==> src/rtl/ttle_pkg.sv <==
// Shared types and constants of the tracking table core.
// No dependencies.
`timescale 1ns / 1ps
package ttle_pkg;

  localparam int ENTRIES        = 64;
  localparam int IDX_W          = (ENTRIES > 1) ? $clog2(ENTRIES) : 1;
  localparam int CNT_W          = $clog2(ENTRIES + 1);
  localparam logic [31:0] EXPIRY_RESET = 32'd300000;
  localparam logic [31:0] MSG_MAX      = 32'hFFFF_FFFF;

  typedef enum logic [1:0] {
    OP_UPSERT = 2'd0,
    OP_SWEEP  = 2'd1,
    OP_QUERY  = 2'd2,
    OP_DUMP   = 2'd3
  } op_e;

  typedef enum logic [2:0] {
    ST_UPDATED  = 3'd0,
    ST_INSERTED = 3'd1,
    ST_EVICTED  = 3'd2,
    ST_SWEPT    = 3'd3,
    ST_ENTRY    = 3'd4,
    ST_EMPTY    = 3'd5
  } status_e;

  typedef struct packed {
    logic [7:0]         dec;
    logic [31:0]        key;
    logic [31:0]        first;
    logic [31:0]        last;
    logic [31:0]        msgs;
    logic signed [7:0]  rssi;
  } entry_t;

  typedef struct packed {
    op_e                op;
    logic [7:0]         dec;
    logic [31:0]        key;
    logic signed [7:0]  rssi;
    logic [31:0]        now;
    logic               sweep_en;
    logic               match_all;
    logic [31:0]        cutoff;
  } cmd_t;

  typedef struct packed {
    logic               valid;
    status_e            status;
    entry_t             ent;
    logic [CNT_W-1:0]   removed;
    logic [CNT_W-1:0]   occ;
    logic               last;
  } result_t;

endpackage

==> src/rtl/ttle_front.sv <==
// Front end: expiry register, command classification and a two-deep command queue.
// Depends on ttle_pkg.
`timescale 1ns / 1ps
module ttle_front import ttle_pkg::*; (
  input  logic               clk_i,
  input  logic               rst_ni,
  input  logic               start,
  output logic               busy,
  input  logic [1:0]         opcode_i,
  input  logic [7:0]         decoder_id_i,
  input  logic [31:0]        object_key_i,
  input  logic signed [7:0]  signal_strength_i,
  input  logic [31:0]        now_ms_i,
  input  logic               expiry_time_ms_we_i,
  input  logic [31:0]        expiry_time_ms_i,
  output logic               cmd_valid_o,
  output cmd_t               cmd_o,
  input  logic               cmd_pop_i
);

  logic [31:0] expiry_q;
  cmd_t        fifo_q [2];
  logic        wptr_q, rptr_q;
  logic [1:0]  cnt_q;
  cmd_t        cmd_in;
  logic        push;

  always_ff @(posedge clk_i or negedge rst_ni) begin
    if (!rst_ni) begin
      expiry_q <= EXPIRY_RESET;
    end else if (expiry_time_ms_we_i) begin
      expiry_q <= expiry_time_ms_i;
    end
  end

  always_comb begin
    cmd_in.op        = op_e'(opcode_i);
    cmd_in.dec       = decoder_id_i;
    cmd_in.key       = object_key_i;
    cmd_in.rssi      = signal_strength_i;
    cmd_in.now       = now_ms_i;
    cmd_in.sweep_en  = (expiry_q != 32'd0) && (now_ms_i >= expiry_q);
    cmd_in.match_all = (op_e'(opcode_i) == OP_DUMP);
    cmd_in.cutoff    = now_ms_i - expiry_q;
  end

  assign busy        = (cnt_q == 2'd2);
  assign push        = start && !busy;
  assign cmd_valid_o = (cnt_q != 2'd0);
  assign cmd_o       = fifo_q[rptr_q];

  always_ff @(posedge clk_i) begin
    if (push) begin
      fifo_q[wptr_q] <= cmd_in;
    end
  end

  always_ff @(posedge clk_i or negedge rst_ni) begin
    if (!rst_ni) begin
      wptr_q <= 1'b0;
      rptr_q <= 1'b0;
      cnt_q  <= 2'd0;
    end else begin
      if (push) begin
        wptr_q <= ~wptr_q;
      end
      if (cmd_pop_i) begin
        rptr_q <= ~rptr_q;
      end
      cnt_q <= cnt_q + 2'(push) - 2'(cmd_pop_i);
    end
  end

endmodule

==> config.mk <==
export PLATFORM = sky130hd
export DESIGN_NAME = ttle_front
export DESIGN_NICKNAME = d
export VERILOG_FILES = /design/src/rtl/ttle_pkg.sv /design/src/rtl/ttle_front.sv
export SDC_FILE = /design/constraint.sdc
export NUM_CORES = 1
export LEC_CHECK = 0
export BUFFER_PORTS_ARGS = -buffer_cell sky130_fd_sc_hd__buf_2
export CORE_UTILIZATION = 42
export CTS_CLUSTER_SIZE = 30
export DETAILED_ROUTE_END_ITERATION = 16
export PLACE_DENSITY = 0.64
export SLEW_MARGIN = 20
export SYNTH_ARGS = -nofsm -noshare
export SYNTH_HDL_FRONTEND = slang
export SYNTH_SLANG_ARGS = --single-unit
==> constraint.sdc <==
create_clock -name clk_i -period 12.9 [get_ports clk_i]
set_input_delay 2.58 -clock clk_i [delete_from_list [all_inputs] [get_ports clk_i]]
set_output_delay 2.58 -clock clk_i [all_outputs]
set_load 0.01 [all_outputs]
==> run_summary.xml, run 1 <==
<?xml version="1.0" encoding="UTF-8"?>
<metrics>
  <group name="clock_network">
    <metric name="cts.sinks" unit="">268</metric>
    <metric name="post_cts.repair.setup_buffers" unit="">0</metric>
    <metric name="cts_buffer_depth" unit="">3</metric>
    <metric name="htree_num_levels" unit="">1</metric>
    <metric name="reg_clk_slew_reported_paths" unit="ps">60</metric>
    <metric name="cts_tree" unit="">built</metric>
    <metric name="cts-root-buf" unit="">clkbuf_16</metric>
    <metric name="hold_buffers" unit="">0</metric>
    <metric name="cts_bufs_inserted" unit="">28</metric>
    <metric name="cts-resized-gates" unit="">0</metric>
    <metric name="clk_latency" unit="ps">530</metric>
  </group>
  <group name="floorplan">
    <metric name="die_x_extent" unit="microns">169.0</metric>
    <metric name="fp.coreArea" unit="sq mm">0.02718</metric>
    <metric name="floorplan.die.height" unit="microns">169.0</metric>
    <metric name="floorplan.initialDensity" unit="%">43.12</metric>
    <metric name="design.die.area" unit="sq mm">0.02857</metric>
    <metric name="rows" unit="">60</metric>
    <metric name="io_pins" unit="">237</metric>
  </group>
  <group name="timing">
    <metric name="max_slew_margin" unit="%">32.36</metric>
    <metric name="tightestPinTransition" unit="ps">1015</metric>
    <metric name="rsz0062_at_grt" unit="">false</metric>
    <metric name="final_setup_vio_count" unit="">0</metric>
    <metric name="period_needed" unit="ps">5264</metric>
    <metric name="worst_slack" unit="ps">7636</metric>
    <metric name="maxClockFrequency" unit="GHz">0.1900</metric>
    <metric name="period_share" unit="%">40.81</metric>
    <metric name="timing_hold_violations_final" unit="">0</metric>
    <metric name="clock_skew" unit="ps">15.22</metric>
    <metric name="maxSlewViolCount" unit="">0</metric>
    <metric name="setup_total_negative_slack" unit="ps">0</metric>
  </group>
  <group name="grt">
    <metric name="grt_first_pass_wirelength" unit="microns">38400</metric>
    <metric name="grt_start_max_net_pins" unit="">80</metric>
    <metric name="grt_pass1_vias" unit="">6963</metric>
    <metric name="number_of_antenna_violations_at_the_first_check_in_global_routing" unit="">0</metric>
    <metric name="grt-ovfl-total" unit="">0</metric>
    <metric name="grt_use_total" unit="%">17.31</metric>
  </group>
  <group name="synthesis">
    <metric name="syn_avg_cell_area" unit="sq um">14.95</metric>
    <metric name="synth_fp_nets" unit="">938</metric>
    <metric name="yosys-top-cells-area" unit="">edfxtp_1 59%, mux2_2 11%, dfrtp_1 6.0%</metric>
    <metric name="synthesis.yosys.warnings" unit="">0</metric>
    <metric name="largest_area_contributor_in_the_synthesized_netlist" unit="">edfxtp_1</metric>
    <metric name="cell_types_with_the_highest_counts_after_synthesis" unit="">232 x edfxtp_1, 117 x mux2_2, 62 x nand2_1</metric>
    <metric name="postSynth.topFlopCell" unit="">edfxtp_1</metric>
    <metric name="yosysMostFrequentCell" unit="">edfxtp_1</metric>
    <metric name="synth-async-reset-ratio" unit="%">13.43</metric>
    <metric name="synth_sequential_area_ratio" unit="%">67.23</metric>
    <metric name="synthesized_netlist_cell_count" unit="">784</metric>
    <metric name="ys_seq_elements" unit="">268</metric>
    <metric name="synthDistinctLibCells" unit="">58</metric>
    <metric name="synth-edff-count" unit="">232</metric>
    <metric name="post_synth_instance_area" unit="sq mm">0.01172</metric>
    <metric name="synthDominantCellAreaShare" unit="%">59.46</metric>
  </group>
  <group name="setup_path">
    <metric name="setup.worst_path.start_class" unit="">flop</metric>
    <metric name="end_kind" unit="">primary output</metric>
    <metric name="endpoint_arrival_time_on_the_critical_path" unit="ps">2680</metric>
    <metric name="critical_path_class" unit="">reg -&gt; out</metric>
    <metric name="worst_path_required_time" unit="ps">10320</metric>
    <metric name="worstPathMaxFanout" unit="">79</metric>
    <metric name="setup.reg_to_reg.worst_slack" unit="ps">10060</metric>
  </group>
  <group name="cells_and_area">
    <metric name="num-nets-final" unit="">1178</metric>
    <metric name="final_design_area_no_fill" unit="sq mm">0.01413</metric>
    <metric name="num_antenna_cells" unit="">0</metric>
    <metric name="nFillCells" unit="">2383</metric>
    <metric name="areaGrowthSynthToFinish" unit="%">20.55</metric>
    <metric name="post_route_cells_drive_above_1_share" unit="%">40.19</metric>
  </group>
  <group name="place">
    <metric name="gpl.final_weighted_congestion" unit="">0.8790</metric>
    <metric name="post-place-ws" unit="ps">7849</metric>
    <metric name="post_dp_cell_area" unit="sq mm">0.01328</metric>
    <metric name="dpl.hpwl" unit="microns">17590</metric>
    <metric name="buffer_ports.inserted" unit="">236</metric>
  </group>
  <group name="routing">
    <metric name="average_wire_length_per_cell_after_detail_routing" unit="microns">17.69</metric>
    <metric name="first_pass_iters" unit="">5</metric>
    <metric name="ant_nets" unit="">0</metric>
    <metric name="num_vias" unit="">7147</metric>
    <metric name="routed_wl" unit="microns">25070</metric>
    <metric name="drt-initial-drc-count" unit="">611</metric>
    <metric name="post_drt_via_cell_ratio" unit="">5.044</metric>
    <metric name="drcViolationCount" unit="">0</metric>
  </group>
  <group name="pwr">
    <metric name="power.ir.vdd_worst" unit="uV">110.4</metric>
    <metric name="power-per-cell-area" unit="mW/mm^2">202.6</metric>
    <metric name="leak_pwr" unit="nW">5.528</metric>
  </group>
  <group name="run_status">
    <metric name="outcome" unit="">finished clean</metric>
  </group>
  <group name="flow_run">
    <metric name="maxCapViolations" unit="">0</metric>
  </group>
  <group name="worst_hold_path">
    <metric name="type_of_the_most_critical_hold_path" unit="">reg -&gt; reg</metric>
  </group>
</metrics>
[metrics by stage]
step	hold slack, ps	instances	power [mW]	utilization, %
4_1_cts	498.2	1417	2.911	51.97
3_5_place_dp	483.7	1366	2.162	48.87
2_1_floorplan	460.4	784	1.842	-
6_report	495.2	1417	2.862	51.98
3_3_place_gp	477.2	1366	2.155	48.87
5_1_grt	532.4	1417	3.016	51.98
[state kept, by name (all words and copies together), names as in the netlist]
signal	flops
fifo_q	232
expiry_q	32
cnt_q	2
rptr_q	1
wptr_q	1
[worst max-delay path, stage by stage (launching register included)]
cell	delay [ps]
dfrtp_4	790
buf_6	650
mux2_2	440
buf_2	150
[layout make-up]
cell class / count / area, sq um / share of cell area, %
repair buffers: 240 / 1215 / 8.601
clock inverters: 14 / 86.33 / 0.6112
inverters: 41 / 153.9 / 1.089
clock buffers: 37 / 755.7 / 5.350
flip-flops and latches: 268 / 7881 / 55.79
well taps: 372 / 465.4 / 3.295
multi-input cells: 445 / 3568 / 25.26
[layout by cell type, fill, tap and decap left out, drive strengths merged, types with 5 or more instances in the layout]
master / n
o21a: 5
a21o: 15
nand2: 62
xnor2: 21
a31oi: 5
a21oi: 35
nand3: 5
o21ai: 40
nor4: 11
nand4: 9
dfstp: 8
edfxtp: 232
nor3: 7
dfrtp: 28
ha: 34
inv: 41
mux2: 117
xor2: 13
buf: 240
clkinv: 13
nor2: 17
clkbuf: 37
[final timing paths]
kind,from,end,cells past startpoint
hold / removal,cnt_q[1],cnt_q[1],1
setup / recovery,rptr_q,cmd_o[20],3
min in group asynchronous,rst_ni,rptr_q,1
setup reg to reg,expiry_q[6],fifo_q[0][33],7
hold reg to reg,cnt_q[1],cnt_q[1],1
max in group asynchronous,rst_ni,rptr_q,1
[report_power, final]
group,switching [mW],internal (mW)
clock network,0.308,0.428
logic,0.492,0.379
registers,0.0658,1.19
total,0.866,2.00
[cell families (layout without fill, tap and decap cells)]
| family | after synthesis | in the layout | share of synthesized area (%) |
|---|---|---|---|
| flip-flops | 268 | 268 | 67.23 |
| buffers and inverters | 71 | 332 | 2.424 |
| AND/OR/NAND/NOR | 133 | 133 | 5.424 |
| multiplexers | 117 | 117 | 11.24 |
| XOR/XNOR | 34 | 34 | 2.541 |
| adder cells (fa/ha/maj) | 35 | 35 | 3.801 |
| AO/OA/AOI/OAI | 126 | 126 | 7.336 |
[per-layer routing]
| metal | wire (microns) | GRT usage [%] | up-vias |
|---|---|---|---|
| met4 | 304 | 3.486 | 0 |
| met1 | 12110 | 25.55 | 3448 |
| met5 | 0 | 0 | - |
| met2 | 11110 | 26.93 | 243 |
| met3 | 1553 | 3.016 | 23 |
| li1 | - | - | 3433 |
No activity file was read; power rests on OpenSTA's default activity.
==> run 2: changes to the inputs <==
--- a/config.mk
+++ b/config.mk
@@ -5,11 +5,12 @@
 export SDC_FILE = /design/constraint.sdc
 export NUM_CORES = 1
 export LEC_CHECK = 0
+export ABC_AREA = 1
 export BUFFER_PORTS_ARGS = -buffer_cell sky130_fd_sc_hd__buf_2
 export CORE_UTILIZATION = 42
 export CTS_CLUSTER_SIZE = 30
 export DETAILED_ROUTE_END_ITERATION = 16
-export PLACE_DENSITY = 0.64
+export PLACE_DENSITY = 0.63
 export SLEW_MARGIN = 20
 export SYNTH_ARGS = -nofsm -noshare
 export SYNTH_HDL_FRONTEND = slang
==> constraint.sdc (replaced) <==
create_clock -name clk_i -period 5.43 [get_ports clk_i]
set_input_delay 1.086 -clock clk_i [delete_from_list [all_inputs] [get_ports clk_i]]
set_output_delay 1.086 -clock clk_i [all_outputs]
set_load 0.01 [all_outputs]
==> run_summary.xml, run 2 <==
<?xml version="1.0" encoding="UTF-8"?>
<metrics>
  <group name="clock_network">
    <metric name="cts-resized-gates" unit="">0</metric>
    <metric name="cts_buffer_depth" unit="">3</metric>
    <metric name="cts_bufs_inserted" unit="">28</metric>
    <metric name="cts.sinks" unit="">268</metric>
    <metric name="reg_clk_slew_reported_paths" unit="ps">60</metric>
    <metric name="post_cts.repair.setup_buffers" unit="">0</metric>
    <metric name="cts_tree" unit="">built</metric>
    <metric name="cts-root-buf" unit="">clkbuf_16</metric>
    <metric name="htree_num_levels" unit="">1</metric>
    <metric name="hold_buffers" unit="">0</metric>
    <metric name="clk_latency" unit="ps">540</metric>
  </group>
  <group name="setup_path">
    <metric name="critPathMaxStageDelay" unit="ps">930</metric>
    <metric name="end_kind" unit="">primary output</metric>
    <metric name="buf_inv_on_cp" unit="">2</metric>
    <metric name="critical_path_class" unit="">reg -&gt; out</metric>
    <metric name="cell_with_the_biggest_individual_delay_on_the_critical_path" unit="">dfrtp_4</metric>
    <metric name="timing.critical_path.max_delay_family" unit="">flip-flops</metric>
    <metric name="timing.critical_path.cells" unit="">buf_4 &gt; mux2_2 &gt; buf_2</metric>
    <metric name="worst_path_required_time" unit="ps">4340</metric>
    <metric name="setup.worst_path.start_class" unit="">flop</metric>
    <metric name="endpoint_arrival_time_on_the_critical_path" unit="ps">2670</metric>
    <metric name="worstPathMaxFanout" unit="">56</metric>
  </group>
  <group name="cells_and_area">
    <metric name="layout_top_registers" unit="">fifo_q x232, expiry_q x32, cnt_q x2</metric>
    <metric name="final_design_area_no_fill" unit="sq mm">0.01499</metric>
    <metric name="largest_reg_flops" unit="">232</metric>
    <metric name="final_core_utilization" unit="%">51.94</metric>
    <metric name="commonest_non_fill_non_tap_cells_in_the_layout" unit="">258 x nand2_1, 236 x buf_2, 232 x edfxtp_1</metric>
    <metric name="areaGrowthSynthToFinish" unit="%">21.33</metric>
    <metric name="top_register" unit="">fifo_q</metric>
    <metric name="final_common_cell" unit="">nand2_1</metric>
    <metric name="post_route_cells_drive_above_1_share" unit="%">33.51</metric>
    <metric name="num_antenna_cells" unit="">0</metric>
    <metric name="num-nets-final" unit="">1457</metric>
    <metric name="nFillCells" unit="">2618</metric>
  </group>
  <group name="floorplan">
    <metric name="io_pins" unit="">237</metric>
    <metric name="die_x_extent" unit="microns">173.5</metric>
    <metric name="floorplan.die.height" unit="microns">173.5</metric>
    <metric name="fp.coreArea" unit="sq mm">0.02886</metric>
    <metric name="rows" unit="">62</metric>
    <metric name="floorplan.initialDensity" unit="%">42.81</metric>
    <metric name="design.die.area" unit="sq mm">0.03010</metric>
  </group>
  <group name="synthesis">
    <metric name="synth_fp_nets" unit="">1204</metric>
    <metric name="syn_avg_cell_area" unit="sq um">11.76</metric>
    <metric name="yosysMostFrequentCell" unit="">nand2_1</metric>
    <metric name="ys_seq_elements" unit="">268</metric>
    <metric name="synthesized_netlist_cell_count" unit="">1050</metric>
    <metric name="synth-async-reset-ratio" unit="%">13.43</metric>
    <metric name="synthDistinctLibCells" unit="">30</metric>
    <metric name="yosys-top-cells-area" unit="">edfxtp_1 56%, mux2_2 11%, nand2_1 7.8%</metric>
    <metric name="synth-edff-count" unit="">232</metric>
    <metric name="postSynth.topFlopCell" unit="">edfxtp_1</metric>
    <metric name="post_synth_instance_area" unit="sq mm">0.01235</metric>
    <metric name="synth_sequential_area_ratio" unit="%">63.77</metric>
    <metric name="synthDominantCellAreaShare" unit="%">56.40</metric>
    <metric name="largest_area_contributor_in_the_synthesized_netlist" unit="">edfxtp_1</metric>
    <metric name="cell_types_with_the_highest_counts_after_synthesis" unit="">258 x nand2_1, 232 x edfxtp_1, 160 x inv_1</metric>
    <metric name="synthesis.yosys.warnings" unit="">0</metric>
  </group>
  <group name="pwr">
    <metric name="power-per-cell-area" unit="mW/mm^2">471.6</metric>
    <metric name="internal_power" unit="mW">4.935</metric>
    <metric name="share_comb_of_total_power" unit="%">29.3</metric>
    <metric name="pwr-share-clk" unit="%">28.1</metric>
    <metric name="share_seq_of_total_power" unit="%">42.6</metric>
    <metric name="leak_pwr" unit="nW">6.602</metric>
    <metric name="power.share.switching" unit="%">30.18</metric>
    <metric name="power.ir.vdd_worst" unit="uV">260.4</metric>
    <metric name="power_switching" unit="mW">2.133</metric>
  </group>
  <group name="timing">
    <metric name="worst_slack" unit="ps">1671</metric>
    <metric name="maxSlewViolCount" unit="">0</metric>
    <metric name="timing_hold_violations_final" unit="">0</metric>
    <metric name="clock_skew" unit="ps">8.587</metric>
    <metric name="final_setup_vio_count" unit="">0</metric>
    <metric name="period_needed" unit="ps">3759</metric>
    <metric name="period_share" unit="%">69.23</metric>
    <metric name="rsz0062_at_grt" unit="">false</metric>
    <metric name="tightestPinTransition" unit="ps">876.9</metric>
    <metric name="max_slew_margin" unit="%">40.92</metric>
    <metric name="maxClockFrequency" unit="GHz">0.2660</metric>
  </group>
  <group name="place">
    <metric name="dpl.hpwl" unit="microns">20250</metric>
    <metric name="post-place-ws" unit="ps">2146</metric>
    <metric name="gpl.final_weighted_congestion" unit="">0.8594</metric>
    <metric name="buffer_ports.inserted" unit="">236</metric>
    <metric name="post_dp_cell_area" unit="sq mm">0.01399</metric>
  </group>
  <group name="routing">
    <metric name="num_vias" unit="">8059</metric>
    <metric name="post_drt_via_cell_ratio" unit="">4.716</metric>
    <metric name="ant_nets" unit="">0</metric>
    <metric name="average_wire_length_per_cell_after_detail_routing" unit="microns">15.97</metric>
    <metric name="drcViolationCount" unit="">0</metric>
    <metric name="drt-initial-drc-count" unit="">422</metric>
    <metric name="routed_wl" unit="microns">27290</metric>
    <metric name="first_pass_iters" unit="">5</metric>
  </group>
  <group name="flow_run">
    <metric name="maxCapViolations" unit="">0</metric>
  </group>
  <group name="grt">
    <metric name="grt-ovfl-total" unit="">0</metric>
    <metric name="number_of_antenna_violations_at_the_first_check_in_global_routing" unit="">0</metric>
    <metric name="grt_start_max_net_pins" unit="">80</metric>
    <metric name="grt_first_pass_wirelength" unit="microns">42520</metric>
    <metric name="grt_pass1_vias" unit="">7926</metric>
    <metric name="grt_use_total" unit="%">18.27</metric>
  </group>
  <group name="worst_hold_path">
    <metric name="type_of_the_most_critical_hold_path" unit="">reg -&gt; reg</metric>
  </group>
  <group name="run_status">
    <metric name="outcome" unit="">finished clean</metric>
  </group>
</metrics>
## run 2: changes by cell type after synthesis, moves of 15 or more
cell,change
nand2_1,+196
inv_1,+119
nor2_1,+28
xnor2_1,-18
nand2_2,+15
nand3_1,+20
## run 2: worst paths after layout
check,start,to,slack [ps],cells after the start
worst min-delay path,expiry_q[6],expiry_q[6],500,2
min in group asynchronous,rst_ni,expiry_q[29],650,1
worst max-delay path,rptr_q,cmd_o[41],1670,3
worst max register to register,cnt_q[1],fifo_q[0][59],3080,4
worst min register to register,expiry_q[6],expiry_q[6],500,2
max in group asynchronous,rst_ni,rptr_q,4160,1
## run 2: cell type report
class                      instances  area [sq um]  area share, %
multi-input combinational        599          3785          25.25
timing repair buffer             243          1237          8.256
tap                              384         480.5          3.206
clock buffer                      38         842.1          5.618
sequential                       268          7881          52.58
inverter                         163         611.8          4.082
clock inverter                    14         150.1          1.002
## run 2: layer usage
metal	GRT usage (%)	vias to the layer above	share of wire, %
met2	28.68	247	44
met5	0	-	0
li1	-	4028	-
met1	26.65	3747	48
met3	2.544	37	5.5
met4	4.683	0	1.9
## run 2: cell families (layout without fill, tap and decap cells)
group | after synthesis | in the layout | share of synthesized area, %
flops | 268 | 268 | 63.77
buf+inv | 183 | 458 | 5.713
compound gates | 57 | 57 | 2.350
mux | 116 | 116 | 10.57
fa+ha+maj | 35 | 35 | 3.606
simple gates | 370 | 370 | 12.50
xor+xnor | 21 | 21 | 1.489
## run 2: worst register-to-register path, stage by stage, from the launching register on
cell	delay, ps
dfrtp_1	380
inv_1	100
o21ai_0	290
nor2_4	640
buf_4	550
## run 2: power by group through the flow
stage	clock network (mW)	registers, mW	logic (mW)
detailed placement	0	3.06	2.10
CTS	2.04	3.02	2.11
global placement	0	3.06	2.08
global route	2.11	3.06	2.27
floorplan	0	3.00	1.42
finish	1.99	3.01	2.07
## run 2: metrics by stage
stage	setup TNS [ps]	total power [mW]	hold WS (ps)	cells
2_1_floorplan	-296260	4.415	472.1	1050
3_3_place_gp	0	5.135	497.6	1657
3_5_place_dp	0	5.161	498.1	1657
4_1_cts	0	7.173	506.3	1709
5_1_grt	0	7.441	532.7	1709
6_report	0	7.068	497.3	1709
==> run 3: changes to the inputs <==
--- a/config.mk
+++ b/config.mk
@@ -10,7 +10,7 @@
 export CORE_UTILIZATION = 42
 export CTS_CLUSTER_SIZE = 30
 export DETAILED_ROUTE_END_ITERATION = 16
-export PLACE_DENSITY = 0.63
+export PLACE_DENSITY = 0.66
 export SLEW_MARGIN = 20
 export SYNTH_ARGS = -nofsm -noshare
 export SYNTH_HDL_FRONTEND = slang
==> constraint.sdc (replaced) <==
create_clock -name clk_i -period 3.1 [get_ports clk_i]
set_input_delay 0.62 -clock clk_i [delete_from_list [all_inputs] [get_ports clk_i]]
set_output_delay 0.62 -clock clk_i [all_outputs]
set_load 0.01 [all_outputs]
==> run_summary.xml, run 3 (same netlist as run 2, synthesis figures left out) <==
<?xml version="1.0" encoding="UTF-8"?>
<metrics>
  <group name="run_status">
    <metric name="outcome" unit="">finished clean</metric>
  </group>
  <group name="routing">
    <metric name="num_vias" unit="">8133</metric>
    <metric name="average_wire_length_per_cell_after_detail_routing" unit="microns">16.19</metric>
    <metric name="drt-initial-drc-count" unit="">614</metric>
    <metric name="drcViolationCount" unit="">0</metric>
    <metric name="routed_wl" unit="microns">27700</metric>
    <metric name="post_drt_via_cell_ratio" unit="">4.753</metric>
    <metric name="ant_nets" unit="">0</metric>
    <metric name="first_pass_iters" unit="">5</metric>
  </group>
  <group name="cells_and_area">
    <metric name="num-nets-final" unit="">1460</metric>
    <metric name="final_design_area_no_fill" unit="sq mm">0.01502</metric>
    <metric name="num_antenna_cells" unit="">0</metric>
    <metric name="final_common_cell" unit="">nand2_1</metric>
    <metric name="commonest_non_fill_non_tap_cells_in_the_layout" unit="">258 x nand2_1, 236 x buf_2, 232 x edfxtp_1</metric>
    <metric name="multi_input_logic_area" unit="sq mm">0.003785</metric>
    <metric name="nFillCells" unit="">2622</metric>
    <metric name="final-instance-count-excl-fill" unit="">1711</metric>
    <metric name="largest_reg_flops" unit="">232</metric>
    <metric name="layout_top_registers" unit="">fifo_q x232, expiry_q x32, cnt_q x2</metric>
    <metric name="post_route_cells_drive_above_1_share" unit="%">33.53</metric>
    <metric name="area_occupied_by_registers" unit="sq mm">0.007881</metric>
    <metric name="top_register" unit="">fifo_q</metric>
    <metric name="areaGrowthSynthToFinish" unit="%">21.56</metric>
  </group>
  <group name="pwr">
    <metric name="power-per-cell-area" unit="mW/mm^2">825.0</metric>
    <metric name="p_total" unit="mW">12.39</metric>
    <metric name="leak_pwr" unit="nW">6.610</metric>
    <metric name="power.ir.vdd_worst" unit="uV">398.4</metric>
  </group>
  <group name="place">
    <metric name="dpl.hpwl" unit="microns">20290</metric>
    <metric name="buffer_ports.inserted" unit="">236</metric>
    <metric name="dp.cells" unit="">1659</metric>
    <metric name="gpl.final_weighted_congestion" unit="">0.8954</metric>
    <metric name="post_dp_cell_area" unit="sq mm">0.01406</metric>
  </group>
  <group name="setup_path">
    <metric name="setup.reg_to_reg.worst_slack" unit="ps">910</metric>
    <metric name="critical_path_class" unit="">reg -&gt; out</metric>
    <metric name="setup.worst_path.start_class" unit="">flop</metric>
    <metric name="worstPathMaxFanout" unit="">29</metric>
    <metric name="cell_with_the_biggest_individual_delay_on_the_critical_path" unit="">dfrtp_4</metric>
    <metric name="end_kind" unit="">primary output</metric>
    <metric name="critPathMaxStageDelay" unit="ps">730</metric>
    <metric name="reg2reg_from" unit="">expiry_q[18]</metric>
    <metric name="timing.critical_path.cells" unit="">buf_4 &gt; mux2_2 &gt; buf_2</metric>
    <metric name="worst_path_required_time" unit="ps">2480</metric>
    <metric name="reg2reg_depth" unit="">10</metric>
    <metric name="regToRegEndpoint" unit="">fifo_q[0][33]</metric>
    <metric name="endpoint_arrival_time_on_the_critical_path" unit="ps">2130</metric>
  </group>
  <group name="clock_network">
    <metric name="post_cts.repair.setup_buffers" unit="">0</metric>
    <metric name="cts-resized-gates" unit="">0</metric>
    <metric name="cts_buffer_depth" unit="">3</metric>
    <metric name="cts_bufs_inserted" unit="">29</metric>
    <metric name="cts.sinks" unit="">268</metric>
    <metric name="hold_buffers" unit="">0</metric>
    <metric name="cts-root-buf" unit="">clkbuf_16</metric>
    <metric name="cts_tree" unit="">built</metric>
    <metric name="htree_num_levels" unit="">1</metric>
    <metric name="reg_clk_slew_reported_paths" unit="ps">60</metric>
    <metric name="clk_latency" unit="ps">540</metric>
  </group>
  <group name="timing">
    <metric name="tightestPinTransition" unit="ps">953.3</metric>
    <metric name="max_slew_margin" unit="%">35.78</metric>
    <metric name="maxClockFrequency" unit="GHz">0.3642</metric>
    <metric name="rsz0062_at_grt" unit="">false</metric>
    <metric name="final_setup_vio_count" unit="">0</metric>
    <metric name="period_share" unit="%">88.58</metric>
    <metric name="clock_skew" unit="ps">11.16</metric>
    <metric name="timing_hold_violations_final" unit="">0</metric>
    <metric name="maxSlewViolCount" unit="">0</metric>
    <metric name="period_needed" unit="ps">2746</metric>
  </group>
  <group name="grt">
    <metric name="grt-ovfl-total" unit="">0</metric>
    <metric name="grt_first_pass_wirelength" unit="microns">42810</metric>
    <metric name="grt_pass1_vias" unit="">7881</metric>
    <metric name="grt_use_total" unit="%">18.29</metric>
    <metric name="grt_start_max_net_pins" unit="">86</metric>
    <metric name="number_of_antenna_violations_at_the_first_check_in_global_routing" unit="">0</metric>
  </group>
  <group name="flow_run">
    <metric name="maxCapViolations" unit="">0</metric>
  </group>
  <group name="worst_hold_path">
    <metric name="type_of_the_most_critical_hold_path" unit="">in -&gt; async</metric>
  </group>
  <group name="floorplan">
    <metric name="floorplan.die.height" unit="microns">173.5</metric>
    <metric name="design.die.area" unit="sq mm">0.03010</metric>
    <metric name="rows" unit="">62</metric>
    <metric name="floorplan.initialDensity" unit="%">42.81</metric>
    <metric name="fp.coreArea" unit="sq mm">0.02886</metric>
    <metric name="die_x_extent" unit="microns">173.5</metric>
    <metric name="io_pins" unit="">237</metric>
  </group>
</metrics>
run 3: changes by cell type in the layout (fill, tap and decap cells not counted), sizes merged:
cell,previous run,this run
buf,243,245
bufinv,3,1
clkbuf,38,36
clkinv,9,13
run 3: critical path, delay by kind of cell (launching register included):
family	cells	cell delay (ps)
flip-flops	1	730
multiplexers	1	370
buffers and inverters	2	470
run 3: cell type report:
class | count | share of cell area [%]
multi-input cells | 599 | 25.20
flip-flops and latches | 268 | 52.48
clock inverters | 16 | 0.7582
clock buffers | 36 | 5.632
repair buffers | 245 | 8.649
well taps | 384 | 3.199
inverters | 163 | 4.074
run 3: metal layers:
layer,share of wire (%),vias to the layer above,track usage [%]
met3,6.3,43,3.224
met2,44,257,28.92
met5,0,-,0
li1,-,4018,-
met4,2.1,0,4.388
met1,47,3815,26.19
run 3: through the flow:
step           hold slack (ps)  TNS, ps  setup slack [ps]  utilization [%]
4_1_cts                  215.8        0             312.8            52.04
3_5_place_dp             514.5        0             554.8            48.71
3_3_place_gp             496.1        0             623.7            48.71
6_report                 202.5        0             354.0            52.04
2_1_floorplan            324.4  -282790             -1219                -
5_1_grt                  245.2        0             265.9            52.04
run 3: where the power goes:
group | switching, mW | leakage, nW | internal, mW
clock network | 1.37 | 0.480 | 2.01
logic | 2.19 | 3.55 | 1.64
registers | 0.249 | 2.58 | 4.92
run 3: how the worst max path moves through the flow:
stage / from / endpoint / slack (ps) / cells after the start
after global placement: now_ms_i[0] / fifo_q[0][33] / 620 / 13
after detailed placement: now_ms_i[0] / fifo_q[0][33] / 550 / 13
after CTS: rptr_q / cmd_o[5] / 310 / 3
after floorplan: start / fifo_q[0][0] / -1220 / 2
final: rptr_q / cmd_o[5] / 350 / 3
after global routing: rptr_q / cmd_o[5] / 270 / 3
